## src/hps_pkg.sv

```systemverilog
// ----------------------------------------------------------------------------
// hps_pkg
// Shared widths, register indexes, reset values and types for the heat pump
// sequencer.
// ----------------------------------------------------------------------------
package hps_pkg;

    localparam int TempW   = 12;
    localparam int HysW    = 10;
    localparam int TimeW   = 32;
    localparam int ThrW    = TempW + 1;
    localparam int CfgIdxW = 4;
    localparam int CfgDatW = 32;

    // Register indexes on the configuration port
    localparam logic [CfgIdxW-1:0] REG_WATER_TARGET      = 4'd0;
    localparam logic [CfgIdxW-1:0] REG_HYSTERESIS        = 4'd1;
    localparam logic [CfgIdxW-1:0] REG_SUMP_HEATER_TEMP  = 4'd2;
    localparam logic [CfgIdxW-1:0] REG_RUN_TIMEOUT_MS    = 4'd3;
    localparam logic [CfgIdxW-1:0] REG_DEFROST_START     = 4'd4;
    localparam logic [CfgIdxW-1:0] REG_FAN_TARGET        = 4'd5;
    localparam logic [CfgIdxW-1:0] REG_HEATED_MARK       = 4'd6;
    localparam logic [CfgIdxW-1:0] REG_DEFROST_END       = 4'd7;

    // Register reset values
    localparam logic [TempW-1:0] RST_WATER_TARGET     = 12'd720;
    localparam logic [HysW-1:0]  RST_HYSTERESIS       = 10'd32;
    localparam logic [TempW-1:0] RST_SUMP_HEATER_TEMP = 12'd80;
    localparam logic [TimeW-1:0] RST_RUN_TIMEOUT_MS   = 32'd600000;
    localparam logic [TempW-1:0] RST_DEFROST_START    = 12'hFE0;
    localparam logic [TempW-1:0] RST_FAN_TARGET       = 12'd160;
    localparam logic [TempW-1:0] RST_HEATED_MARK      = 12'd480;
    localparam logic [TempW-1:0] RST_DEFROST_END      = 12'd160;

    typedef struct packed {
        logic [TempW-1:0] water_target;
        logic [HysW-1:0]  hysteresis;
        logic [TempW-1:0] sump_heater_temp;
        logic [TimeW-1:0] run_timeout_ms;
        logic [TempW-1:0] defrost_start_temp;
        logic [TempW-1:0] fan_target_temp;
        logic [TempW-1:0] heated_mark_temp;
        logic [TempW-1:0] defrost_end_temp;
    } cfg_t;

    typedef struct packed {
        logic [TempW-1:0] water_out_temp;
        logic [TempW-1:0] coolant_out_temp;
        logic [TempW-1:0] coolant_in_temp;
        logic [TempW-1:0] outside_air_temp;
        logic [TimeW-1:0] now_ms;
    } sample_t;

    typedef struct packed {
        logic             compressor_run;
        logic             fan_run;
        logic             defrost_run;
        logic             sump_run;
        logic             pump_run;
        logic [TimeW-1:0] fan_start_stamp;
        logic [TimeW-1:0] defrost_start_stamp;
        logic             heated_flag;
        logic             fault_latch;
        logic             mode_defrost;
        logic             sign_flag;
    } state_t;

    // Sign-extend a temperature by one bit so thresholds with hysteresis fit
    function automatic logic signed [ThrW-1:0] sx_temp(input logic [TempW-1:0] v);
        return {v[TempW-1], v};
    endfunction

endpackage

```

## src/heat_pump_sequencer.sv

```systemverilog
// ----------------------------------------------------------------------------
// heat_pump_sequencer
// A sample goes through the sample register, then the state/result register,
// waiting in the first while the output side is busy. Throughput: one sample
// per cycle while out_ready is high, with a single rule pass between the two.
// Reset: asynchronous, clears all drives, flags, stamps and both valid bits and
// loads the configuration registers with their defaults.
// ----------------------------------------------------------------------------
module heat_pump_sequencer
(
    input  logic                           clk,
    input  logic                           rst_n,

    input  logic                           cfg_valid,
    output logic                           cfg_ready,
    input  logic [hps_pkg::CfgIdxW-1:0]    cfg_index,
    input  logic [hps_pkg::CfgDatW-1:0]    cfg_data,

    input  logic                           in_valid,
    output logic                           in_ready,
    input  logic [hps_pkg::TempW-1:0]      water_out_temp,
    input  logic [hps_pkg::TempW-1:0]      coolant_out_temp,
    input  logic [hps_pkg::TempW-1:0]      coolant_in_temp,
    input  logic [hps_pkg::TempW-1:0]      outside_air_temp,
    input  logic [hps_pkg::TimeW-1:0]      now_ms,

    output logic                           out_valid,
    input  logic                           out_ready,
    output logic                           compressor_on,
    output logic                           fan_on,
    output logic                           defrost_valve_on,
    output logic                           sump_heater_on,
    output logic                           pump_on,
    output logic                           fault,
    output logic                           heated_once,
    output logic                           defrost_mode,
    output logic                           attention_sign
);

    hps_pkg::cfg_t    cfg;
    hps_pkg::sample_t smp_reg;
    hps_pkg::state_t  state_reg;
    hps_pkg::state_t  state_next;
    logic             smp_valid_reg;
    logic             out_valid_reg;
    logic             advance;

    assign cfg_ready = 1'b1;

    hps_cfg_regs u_cfg
    (
        .clk       (clk),
        .rst_n     (rst_n),
        .cfg_valid (cfg_valid),
        .cfg_index (cfg_index),
        .cfg_data  (cfg_data),
        .cfg       (cfg)
    );

    hps_rules u_rules
    (
        .cfg (cfg),
        .smp (smp_reg),
        .cur (state_reg),
        .nxt (state_next)
    );

    // move the held sample into the state when the result slot is free
    assign advance  = smp_valid_reg && (!out_valid_reg || out_ready);
    assign in_ready = !smp_valid_reg || advance;

    always_ff @(posedge clk)
    begin
        if (in_valid && in_ready)
        begin
            smp_reg.water_out_temp   <= water_out_temp;
            smp_reg.coolant_out_temp <= coolant_out_temp;
            smp_reg.coolant_in_temp  <= coolant_in_temp;
            smp_reg.outside_air_temp <= outside_air_temp;
            smp_reg.now_ms           <= now_ms;
        end
    end

    always_ff @(posedge clk or negedge rst_n)
    begin
        if (!rst_n)
        begin
            smp_valid_reg <= 1'b0;
            out_valid_reg <= 1'b0;
            state_reg     <= '0;
        end
        else
        begin
            if (in_valid && in_ready)
                smp_valid_reg <= 1'b1;
            else if (advance)
                smp_valid_reg <= 1'b0;

            if (advance)
            begin
                out_valid_reg <= 1'b1;
                state_reg     <= state_next;
            end
            else if (out_ready)
            begin
                out_valid_reg <= 1'b0;
            end
        end
    end

    assign out_valid        = out_valid_reg;
    assign compressor_on    = state_reg.compressor_run;
    assign fan_on           = state_reg.fan_run;
    assign defrost_valve_on = state_reg.defrost_run;
    assign sump_heater_on   = state_reg.sump_run;
    assign pump_on          = state_reg.pump_run;
    assign fault            = state_reg.fault_latch;
    assign heated_once      = state_reg.heated_flag;
    assign defrost_mode     = state_reg.mode_defrost;
    assign attention_sign   = state_reg.sign_flag;

    // fault holds the compressor, pump and sump heater off
    assert property (@(posedge clk) disable iff (!rst_n)
        state_reg.fault_latch |-> !state_reg.compressor_run && !state_reg.pump_run
                                  && !state_reg.sump_run)
        else $error("drive on while fault latched");

    // only reset clears the fault
    assert property (@(posedge clk) disable iff (!rst_n)
        state_reg.fault_latch |=> state_reg.fault_latch)
        else $error("fault latch cleared");

    // defrost mode is entered only after the heated mark and left with it
    assert property (@(posedge clk) disable iff (!rst_n)
        state_reg.mode_defrost |-> state_reg.heated_flag)
        else $error("defrost mode without heated flag");

    // state changes only when a sample moves through
    assert property (@(posedge clk) disable iff (!rst_n)
        !advance |=> $stable(state_reg))
        else $error("state changed without a transaction");

endmodule

```

## src/hps_cfg_regs.sv

```systemverilog
// ----------------------------------------------------------------------------
// hps_cfg_regs
// Configuration register file; writes to an index beyond the list are dropped.
// ----------------------------------------------------------------------------
module hps_cfg_regs
(
    input  logic                          clk,
    input  logic                          rst_n,
    input  logic                          cfg_valid,
    input  logic [hps_pkg::CfgIdxW-1:0]   cfg_index,
    input  logic [hps_pkg::CfgDatW-1:0]   cfg_data,
    output hps_pkg::cfg_t                 cfg
);

    hps_pkg::cfg_t cfg_reg;
    hps_pkg::cfg_t cfg_next;

    always_comb
    begin
        cfg_next = cfg_reg;
        if (cfg_valid)
        begin
            unique case (cfg_index)
                hps_pkg::REG_WATER_TARGET:
                    cfg_next.water_target = cfg_data[hps_pkg::TempW-1:0];
                hps_pkg::REG_HYSTERESIS:
                    cfg_next.hysteresis = cfg_data[hps_pkg::HysW-1:0];
                hps_pkg::REG_SUMP_HEATER_TEMP:
                    cfg_next.sump_heater_temp = cfg_data[hps_pkg::TempW-1:0];
                hps_pkg::REG_RUN_TIMEOUT_MS:
                    cfg_next.run_timeout_ms = cfg_data[hps_pkg::TimeW-1:0];
                hps_pkg::REG_DEFROST_START:
                    cfg_next.defrost_start_temp = cfg_data[hps_pkg::TempW-1:0];
                hps_pkg::REG_FAN_TARGET:
                    cfg_next.fan_target_temp = cfg_data[hps_pkg::TempW-1:0];
                hps_pkg::REG_HEATED_MARK:
                    cfg_next.heated_mark_temp = cfg_data[hps_pkg::TempW-1:0];
                hps_pkg::REG_DEFROST_END:
                    cfg_next.defrost_end_temp = cfg_data[hps_pkg::TempW-1:0];
                default:
                    cfg_next = cfg_reg;
            endcase
        end
    end

    always_ff @(posedge clk or negedge rst_n)
    begin
        if (!rst_n)
        begin
            cfg_reg.water_target       <= hps_pkg::RST_WATER_TARGET;
            cfg_reg.hysteresis         <= hps_pkg::RST_HYSTERESIS;
            cfg_reg.sump_heater_temp   <= hps_pkg::RST_SUMP_HEATER_TEMP;
            cfg_reg.run_timeout_ms     <= hps_pkg::RST_RUN_TIMEOUT_MS;
            cfg_reg.defrost_start_temp <= hps_pkg::RST_DEFROST_START;
            cfg_reg.fan_target_temp    <= hps_pkg::RST_FAN_TARGET;
            cfg_reg.heated_mark_temp   <= hps_pkg::RST_HEATED_MARK;
            cfg_reg.defrost_end_temp   <= hps_pkg::RST_DEFROST_END;
        end
        else
        begin
            cfg_reg <= cfg_next;
        end
    end

    assign cfg = cfg_reg;

endmodule

```

## src/hps_rules.sv

```systemverilog
// ----------------------------------------------------------------------------
// hps_rules
// One pass of the control rules: current state and a sample in, next state out.
// ----------------------------------------------------------------------------
module hps_rules
(
    input  hps_pkg::cfg_t     cfg,
    input  hps_pkg::sample_t  smp,
    input  hps_pkg::state_t   cur,
    output hps_pkg::state_t   nxt
);

    logic signed [hps_pkg::ThrW-1:0] w_out;
    logic signed [hps_pkg::ThrW-1:0] c_out;
    logic signed [hps_pkg::ThrW-1:0] c_in;
    logic signed [hps_pkg::ThrW-1:0] air;
    logic signed [hps_pkg::ThrW-1:0] tgt;
    logic signed [hps_pkg::ThrW-1:0] hys;
    logic signed [hps_pkg::ThrW-1:0] sump_t;
    logic signed [hps_pkg::ThrW-1:0] fan_t;
    logic signed [hps_pkg::ThrW-1:0] mark_t;
    logic signed [hps_pkg::ThrW-1:0] dstart_t;
    logic signed [hps_pkg::ThrW-1:0] dend_t;
    logic [hps_pkg::TimeW-1:0]       now;
    logic [hps_pkg::TimeW-1:0]       fan_elapsed;
    logic [hps_pkg::TimeW-1:0]       def_elapsed;
    hps_pkg::state_t                 s;

    assign w_out    = hps_pkg::sx_temp(smp.water_out_temp);
    assign c_out    = hps_pkg::sx_temp(smp.coolant_out_temp);
    assign c_in     = hps_pkg::sx_temp(smp.coolant_in_temp);
    assign air      = hps_pkg::sx_temp(smp.outside_air_temp);
    assign now      = smp.now_ms;
    assign tgt      = hps_pkg::sx_temp(cfg.water_target);
    assign hys      = $signed({{(hps_pkg::ThrW-hps_pkg::HysW){1'b0}}, cfg.hysteresis});
    assign sump_t   = hps_pkg::sx_temp(cfg.sump_heater_temp);
    assign fan_t    = hps_pkg::sx_temp(cfg.fan_target_temp);
    assign mark_t   = hps_pkg::sx_temp(cfg.heated_mark_temp);
    assign dstart_t = hps_pkg::sx_temp(cfg.defrost_start_temp);
    assign dend_t   = hps_pkg::sx_temp(cfg.defrost_end_temp);

    always_comb
    begin
        s           = cur;
        fan_elapsed = now - cur.fan_start_stamp;
        def_elapsed = '0;

        if (cur.fault_latch)
        begin
            s.compressor_run = 1'b0;
            s.fan_run        = 1'b0;
            s.pump_run       = 1'b0;
            s.sump_run       = 1'b0;
            s.defrost_run    = 1'b0;
        end
        else if (w_out >= tgt)
        begin
            // water at target: everything but the defrost valve stops
            s.compressor_run = 1'b0;
            s.fan_run        = 1'b0;
            s.pump_run       = 1'b0;
            s.sump_run       = 1'b0;
        end
        else
        begin
            if (air <= sump_t)
                s.sump_run = 1'b0 | 1'b1;
            if (air >= sump_t + hys)
                s.sump_run = 1'b0;

            // water is below target here, so the compressor runs unless a timeout below
            // latches the fault, and the heated overshoot stop cannot fire
            s.compressor_run = 1'b1;

            if (s.fan_run && (fan_elapsed >= cfg.run_timeout_ms))
            begin
                if (s.heated_flag)
                begin
                    s.compressor_run = 1'b0;
                    s.fan_run        = 1'b0;
                    s.pump_run       = 1'b0;
                    s.sump_run       = 1'b0;
                    s.fault_latch    = 1'b1;
                end
                else
                begin
                    // forced defrost: open the valve, leave the mode alone
                    s.heated_flag = 1'b1;
                    if (!s.defrost_run)
                    begin
                        s.defrost_run         = 1'b1;
                        s.defrost_start_stamp = now;
                    end
                    s.fan_start_stamp = now;
                    s.sign_flag       = 1'b1;
                end
            end

            if (s.compressor_run)
            begin
                if (c_out >= tgt)
                    s.pump_run = 1'b1;
                if (s.heated_flag && (c_out <= tgt - hys))
                    s.pump_run = 1'b0;

                if (c_out >= mark_t)
                    s.heated_flag = 1'b1;
                if (c_out >= fan_t)
                begin
                    s.sign_flag = 1'b0;
                    s.fan_run   = 1'b0;
                end
                if ((c_out <= fan_t - hys) && !s.fan_run && !s.defrost_run)
                begin
                    s.fan_run         = 1'b1;
                    s.fan_start_stamp = now;
                end
            end

            if (s.compressor_run && s.heated_flag && !s.defrost_run && (c_out <= dstart_t))
            begin
                s.fan_run             = 1'b0;
                s.defrost_run         = 1'b1;
                s.defrost_start_stamp = now;
                s.mode_defrost        = 1'b1;
            end

            if (s.defrost_run && (c_in >= dend_t))
            begin
                s.defrost_run = 1'b0;
                if (!s.fan_run)
                begin
                    s.fan_run         = 1'b1;
                    s.fan_start_stamp = now;
                end
                s.heated_flag  = 1'b0;
                s.mode_defrost = 1'b0;
            end

            def_elapsed = now - s.defrost_start_stamp;
            if (s.defrost_run && (def_elapsed >= cfg.run_timeout_ms))
            begin
                s.compressor_run = 1'b0;
                s.fan_run        = 1'b0;
                s.pump_run       = 1'b0;
                s.sump_run       = 1'b0;
                s.fault_latch    = 1'b1;
            end
        end
    end

    assign nxt = s;

endmodule
```

## config.mk

```make
export PLATFORM = sky130hd
export DESIGN_NAME = heat_pump_sequencer
export DESIGN_NICKNAME = d
export VERILOG_FILES = /design/src/hps_pkg.sv /design/src/heat_pump_sequencer.sv /design/src/hps_cfg_regs.sv /design/src/hps_rules.sv
export SDC_FILE = /design/constraint.sdc
export NUM_CORES = 1
export LEC_CHECK = 0
export BUFFER_PORTS_ARGS = -buffer_cell sky130_fd_sc_hd__buf_2
export CAP_MARGIN = 20
export CORE_MARGIN = 4
export CORE_UTILIZATION = 47
export CTS_CLUSTER_SIZE = 25
export DETAILED_ROUTE_END_ITERATION = 6
export GPL_TIMING_DRIVEN = 0
export SYNTH_ARGS = -nofsm -noshare
export SYNTH_HDL_FRONTEND = slang
export SYNTH_HIERARCHICAL = 1
export SYNTH_SLANG_ARGS = --single-unit
```

## constraint.sdc

```tcl
create_clock -name clk -period 13.46 [get_ports clk]
set_input_delay 0.673 -clock clk [delete_from_list [all_inputs] [get_ports clk]]
set_output_delay 0.673 -clock clk [all_outputs]
set_load 0.02 [all_outputs]
```

==> flow_summary.ini, run 1 <==
[outcome]
status = finished, final reports clean

[logic_synthesis]
synthTopCellsByArea = dfrtp_1 (19%), ha_1 (17%), edfxtp_1 (11%)
ys_dominant_reg_cell = dfrtp_1
syn-instance-count = 2094
synth_largest_area_cell = dfrtp_1
synth_area_per_cell_sq_um = 10.09
ys_ff_latch = 269
synth-seq-area-share_pct = 33.92
synth_top_area_share_pct = 18.83
synth-edff-count = 80
netlist_area_sq_um = 21140
ys_warn_count = 6
async_flop_share_pct = 70.26
ys_types = 86
syn_nets = 2499

[worst_setup_path]
end_kind = register
crit_fanout = 10
cp.arrival_ns = 12.85
setup.worst_path.class = reg -> reg
critPathSlowestCell = nor4_1
critPathMaxStageDelay_ns = 1.01
rr_startpoint = smp_reg[0]
timing.critical_path.from = smp_reg[0]
start_kind = register
worstPathRequired_ns = 13.91

[clock_tree]
clk-insertion-delay-late_ns = 0.58
cts_root_buf = clkbuf_16
cts_buffers = 36
path_clk_slew_ns = 0.06
hold_buffers = 1
cts_sinks = 269
cts_setup_buffers = 0
cts_tree = built
cts.repair.resized = 0
htreeDepth = 2
cts_max_path_buffers = 3

[timing]
worst_pin_slew_ns = 1.109
rsz0062_at_grt = false
fin_crit_ns = 12.40
fmax_mhz = 80.63
finalWorstSetupSlack_ns = 1.058
min_period_over_period_pct = 92.14
setup-violations-final = 0
finalHoldViolations = 0
drv_slew = 0
fin_setup_tns_ns = 0
slew_headroom_pct = 25.37
skew_ns = 0.02603

[pwr]
leakagePower_uw = 0.01128
peakVddDrop_mv = 0.1212
power.density_nw_per_um2 = 237.4

[finish]
final_cell_mix = ha_1 (279), inv_1 (228), dfrtp_1 (159)
finalNetCount = 2672
syn_to_final_growth_pct = 12.73
ff_latch_area_sq_um = 7169
final_common_cell = ha_1
multiInputGateArea_sq_um = 12700
largest_reg_flops = 114
drive_gt1_share_pct = 20.92
nFillCells = 3985

[place]
dp_hpwl_um = 43630
place.gp.congestion = 0.9032
portBuffers = 131
pre_cts_slack_ns = 1.348

[grt]
grt_start_max_net_pins = 91
grt_pass1_vias = 16380
antenna_found_initial = 1
grt_use_total_pct = 23.88
grt_pass1_wl_um = 90370
grt_overflow_total = 0

[run]
maxCapViolations = 0

[min_path]
hold_class = in -> reg
holdCritStartpoint = coolant_in_temp[11]

[floorplan]
ioPinCount = 133
die_height_um = 220.1
dieArea_sq_um = 48430
rows = 77
start_util_pct = 47.69
die_w_um = 220.1
design.core.area_sq_um = 44320

[route]
avgRoutedWirePerCell_um = 20.15
drt_iter0_drc = 1161
drt-pass1-iter-count = 5
post-route-drc-count = 0
ant_nets = 0
dr_total_vias = 16490
wl_um = 58190
vias_per_cell = 5.708
## power breakdown
| part | internal (uW) | switching [uW] | total (uW) | leakage (uW) |
|---|---|---|---|---|
| clock | 572 | 392 | 964 | 0.000587 |
| sequential | 1050 | 175 | 1230 | 0.00300 |
| combinational | 1540 | 1920 | 3460 | 0.00770 |
| total | 3160 | 2490 | 5660 | 0.0113 |
## cell usage after synthesis (9+ instances only)
cell type and n:
ha_1 279, inv_1 228, dfrtp_1 159, mux2_2 117, a21oi_1 113, nand2_1 105
a21o_1 88, nand3_1 86, edfxtp_1 80, mux2_4 70, nor2_1 65, o21ai_0 64
xnor2_1 59, a211oi_1 44, o21ai_1 41, o211ai_1 37, a32oi_1 32, mux2i_1 31
dfstp_2 30, o21a_1 30, clkbuf_1 26, buf_2 25, nand4_1 25, nand2b_1 23
nor2b_1 23, xor2_1 22, nor3_1 20, o21bai_1 17, and3_1 11, buf_6 10
buf_4 9
## routing by layer
| layer | vias to the layer above | GRT usage (%) | wire (um) |
|---|---|---|---|
| met4 | 0 | 7.913 | 1542 |
| met5 | - | 0 | 0 |
| met3 | 86 | 3.875 | 3670 |
| met2 | 480 | 36.64 | 25390 |
| met1 | 7928 | 34.38 | 27590 |
| li1 | 7992 | - | - |
## path summary, 6_finish.rpt
kind                                  end  cells after the start  slack, ns
min                           smp_reg[55]                      1       0.27
max                               pump_on                     45       1.06
min in group asynchronous  u_cfg/cfg[105]                      2       0.58
min reg2reg                 u_cfg/cfg[73]                      1       0.50
max reg2reg                       pump_on                     45       1.06
max in group asynchronous   u_cfg/cfg[61]                      4      11.72
## cells by family after synthesis
group,Yosys count,share of synthesized area (%)
other cells,1,0.01774
xor+xnor,81,3.357
mux,221,12.83
buf+inv,301,6.009
simple gates,405,9.656
compound gates,532,17.22
flops,269,33.92
fa+ha+maj,284,16.99
## per-stage QoR
stage	total power, uW	std cells	utilization, %	cell area, sq um	hold slack (ns)
CTS	5643	2887	53.75	23820	0.2432
global route	6131	2887	53.75	23820	0.2549
floorplan	3792	2094	-	21140	0.3774
global placement	4543	2817	50.84	22530	0.4721
finish	5656	2888	53.76	23830	0.2715
detailed placement	4638	2820	51.06	22630	0.4866
## critical path: cells and delay by family (launching register included)
family / cells / cell delay [ns]
xor gates and xnor gates: 2 / 0.28
and+or+nand+nor: 12 / 3.34
muxes: 2 / 0.52
adders and majority gates: 5 / 1.68
AOI/OAI and AO/OA: 21 / 5.25
buffers and inverters: 3 / 0.76
DFF: 1 / 0.46
## layout make-up
cell class              count  share of cell area (%)
multi-input cells        1524                   53.30
flip-flops and latches    269                   30.09
clock buffers              48                   4.228
inverters                 228                   3.592
repair buffers            135                   3.182
well taps                 592                   3.109
plain buffers              73                   1.738
clock inverters            18                  0.7510
diodes                      1                 0.01050
No activity file was read; power rests on OpenSTA's default activity.
==> run 2, diff against run 1 <==
==> constraint.sdc (replaced) <==
create_clock -name clk -period 14.3 [get_ports clk]
set_input_delay 0.715 -clock clk [delete_from_list [all_inputs] [get_ports clk]]
set_output_delay 0.715 -clock clk [all_outputs]
set_load 0.02 [all_outputs]
==> flow_summary.ini, run 2 (synthesis results as in run 1) <==
[route]
avgRoutedWirePerCell_um = 20.15
ant_nets = 0
post-route-drc-count = 0
vias_per_cell = 5.716
dr_total_vias = 16500
drt-pass1-iter-count = 5
wl_um = 58180
drt_iter0_drc = 1267

[worst_setup_path]
start_kind = register
ff2ff_path_depth = 44
rr_startpoint = smp_reg[0]
cp.arrival_ns = 12.80
end_kind = register
crit_fanout = 10
reg2reg_slack_ns = 1.95
timing.rr.end = pump_on
critPathSlowestCell = o31ai_1
worstPathRequired_ns = 14.75
setup.worst_path.class = reg -> reg
critPathMaxStageDelay_ns = 0.86
timing.critical_path.from = smp_reg[0]

[pwr]
leakagePower_uw = 0.01128
power.density_nw_per_um2 = 223.4
power_uw = 5321
peakVddDrop_mv = 0.1142

[min_path]
hold_class = in -> async

[finish]
final_common_cell = ha_1
drive_gt1_share_pct = 20.92
syn_to_final_growth_pct = 12.68
nFillCells = 3986
largest_reg_flops = 114
multiInputGateArea_sq_um = 12700
finalNetCount = 2671
final_cell_mix = ha_1 (279), inv_1 (228), dfrtp_1 (159)
ff_latch_area_sq_um = 7169

[clock_tree]
cts_buffers = 36
hold_buffers = 0
htreeDepth = 2
cts_setup_buffers = 0
cts_root_buf = clkbuf_16
cts_sinks = 269
cts_max_path_buffers = 3
cts.repair.resized = 0
clk-insertion-delay-late_ns = 0.58
path_clk_slew_ns = 0.06
cts_tree = built

[timing]
fmax_mhz = 80.95
holdWs_ns = 0.02145
fin_crit_ns = 12.35
setup-violations-final = 0
min_period_over_period_pct = 86.39
slew_headroom_pct = 29.41
finalHoldViolations = 0
fin_setup_tns_ns = 0
rsz0062_at_grt = false
skew_ns = 0.02590
drv_slew = 0
worst_pin_slew_ns = 1.049

[floorplan]
die_w_um = 220.1
ioPinCount = 133
die_height_um = 220.1
rows = 77
dieArea_sq_um = 48430
start_util_pct = 47.69
design.core.area_sq_um = 44320

[run]
maxCapViolations = 0

[place]
dp_hpwl_um = 43630
place.gp.congestion = 0.9032
portBuffers = 131

[grt]
grt_start_max_net_pins = 91
grt_use_total_pct = 23.88
antenna_found_initial = 1
grt_pass1_vias = 16380
grt_pass1_wl_um = 90370
grt_overflow_total = 0

[outcome]
status = finished, final reports clean
==> run 2: worst max-delay path by stage <==
stage                    endpoint  cells past startpoint
floorplan                 pump_on                     44
global placement    compressor_on                     44
detailed placement  compressor_on                     43
CTS                       pump_on                     43
global route        compressor_on                     43
finish                    pump_on                     44
==> run 2: cell type report <==
| type | count | share of cell area, % |
|---|---|---|
| diodes | 1 | 0.01051 |
| plain buffers | 73 | 1.739 |
| clock buffers | 48 | 4.229 |
| clock inverters | 18 | 0.7513 |
| inverters | 228 | 3.594 |
| multi-input cells | 1524 | 53.32 |
| flip-flops and latches | 269 | 30.10 |
| well taps | 592 | 3.110 |
| repair buffers | 134 | 3.142 |
==> run 2: power by group <==
group          internal [uW]  switching (uW)  leakage (uW)
Combinational           1450            1810       0.00769
Clock                    538             369      0.000587
Sequential               992             165       0.00300
==> run 2: metrics by stage <==
stage	utilization, %	setup WS [ns]	cell area, sq um	instances
3_3_place_gp	50.84	2.303	22530	2817
2_1_floorplan	-	4.810	21140	2094
5_1_grt	53.73	1.280	23810	2886
4_1_cts	53.73	2.121	23810	2886
6_report	53.74	1.946	23820	2887
3_5_place_dp	51.06	2.188	22630	2820
==> run 2: routing by layer <==
layer  global-route usage, %  wire, um  part of all wire, %  vias to the layer above
li1                        -         -                    -                     8004
met1                   34.38     27390                   47                     7923
met2                   36.64     25450                   44                      492
met3                   3.889      3831                  6.6                       84
met4                   7.913      1512                  2.6                        0
met5                       0         0                    0                        -
==> run 2: critical path: cells and delay by family, from the launching register on <==
family	cells	cell delay, ns
AND/OR/NAND/NOR	10	2.41
AO/OA/AOI/OAI	22	6.06
adder cells (fa/ha/maj)	5	1.67
multiplexers	2	0.52
buffers and inverters	3	0.76
flip-flops	1	0.46
XOR/XNOR	2	0.35
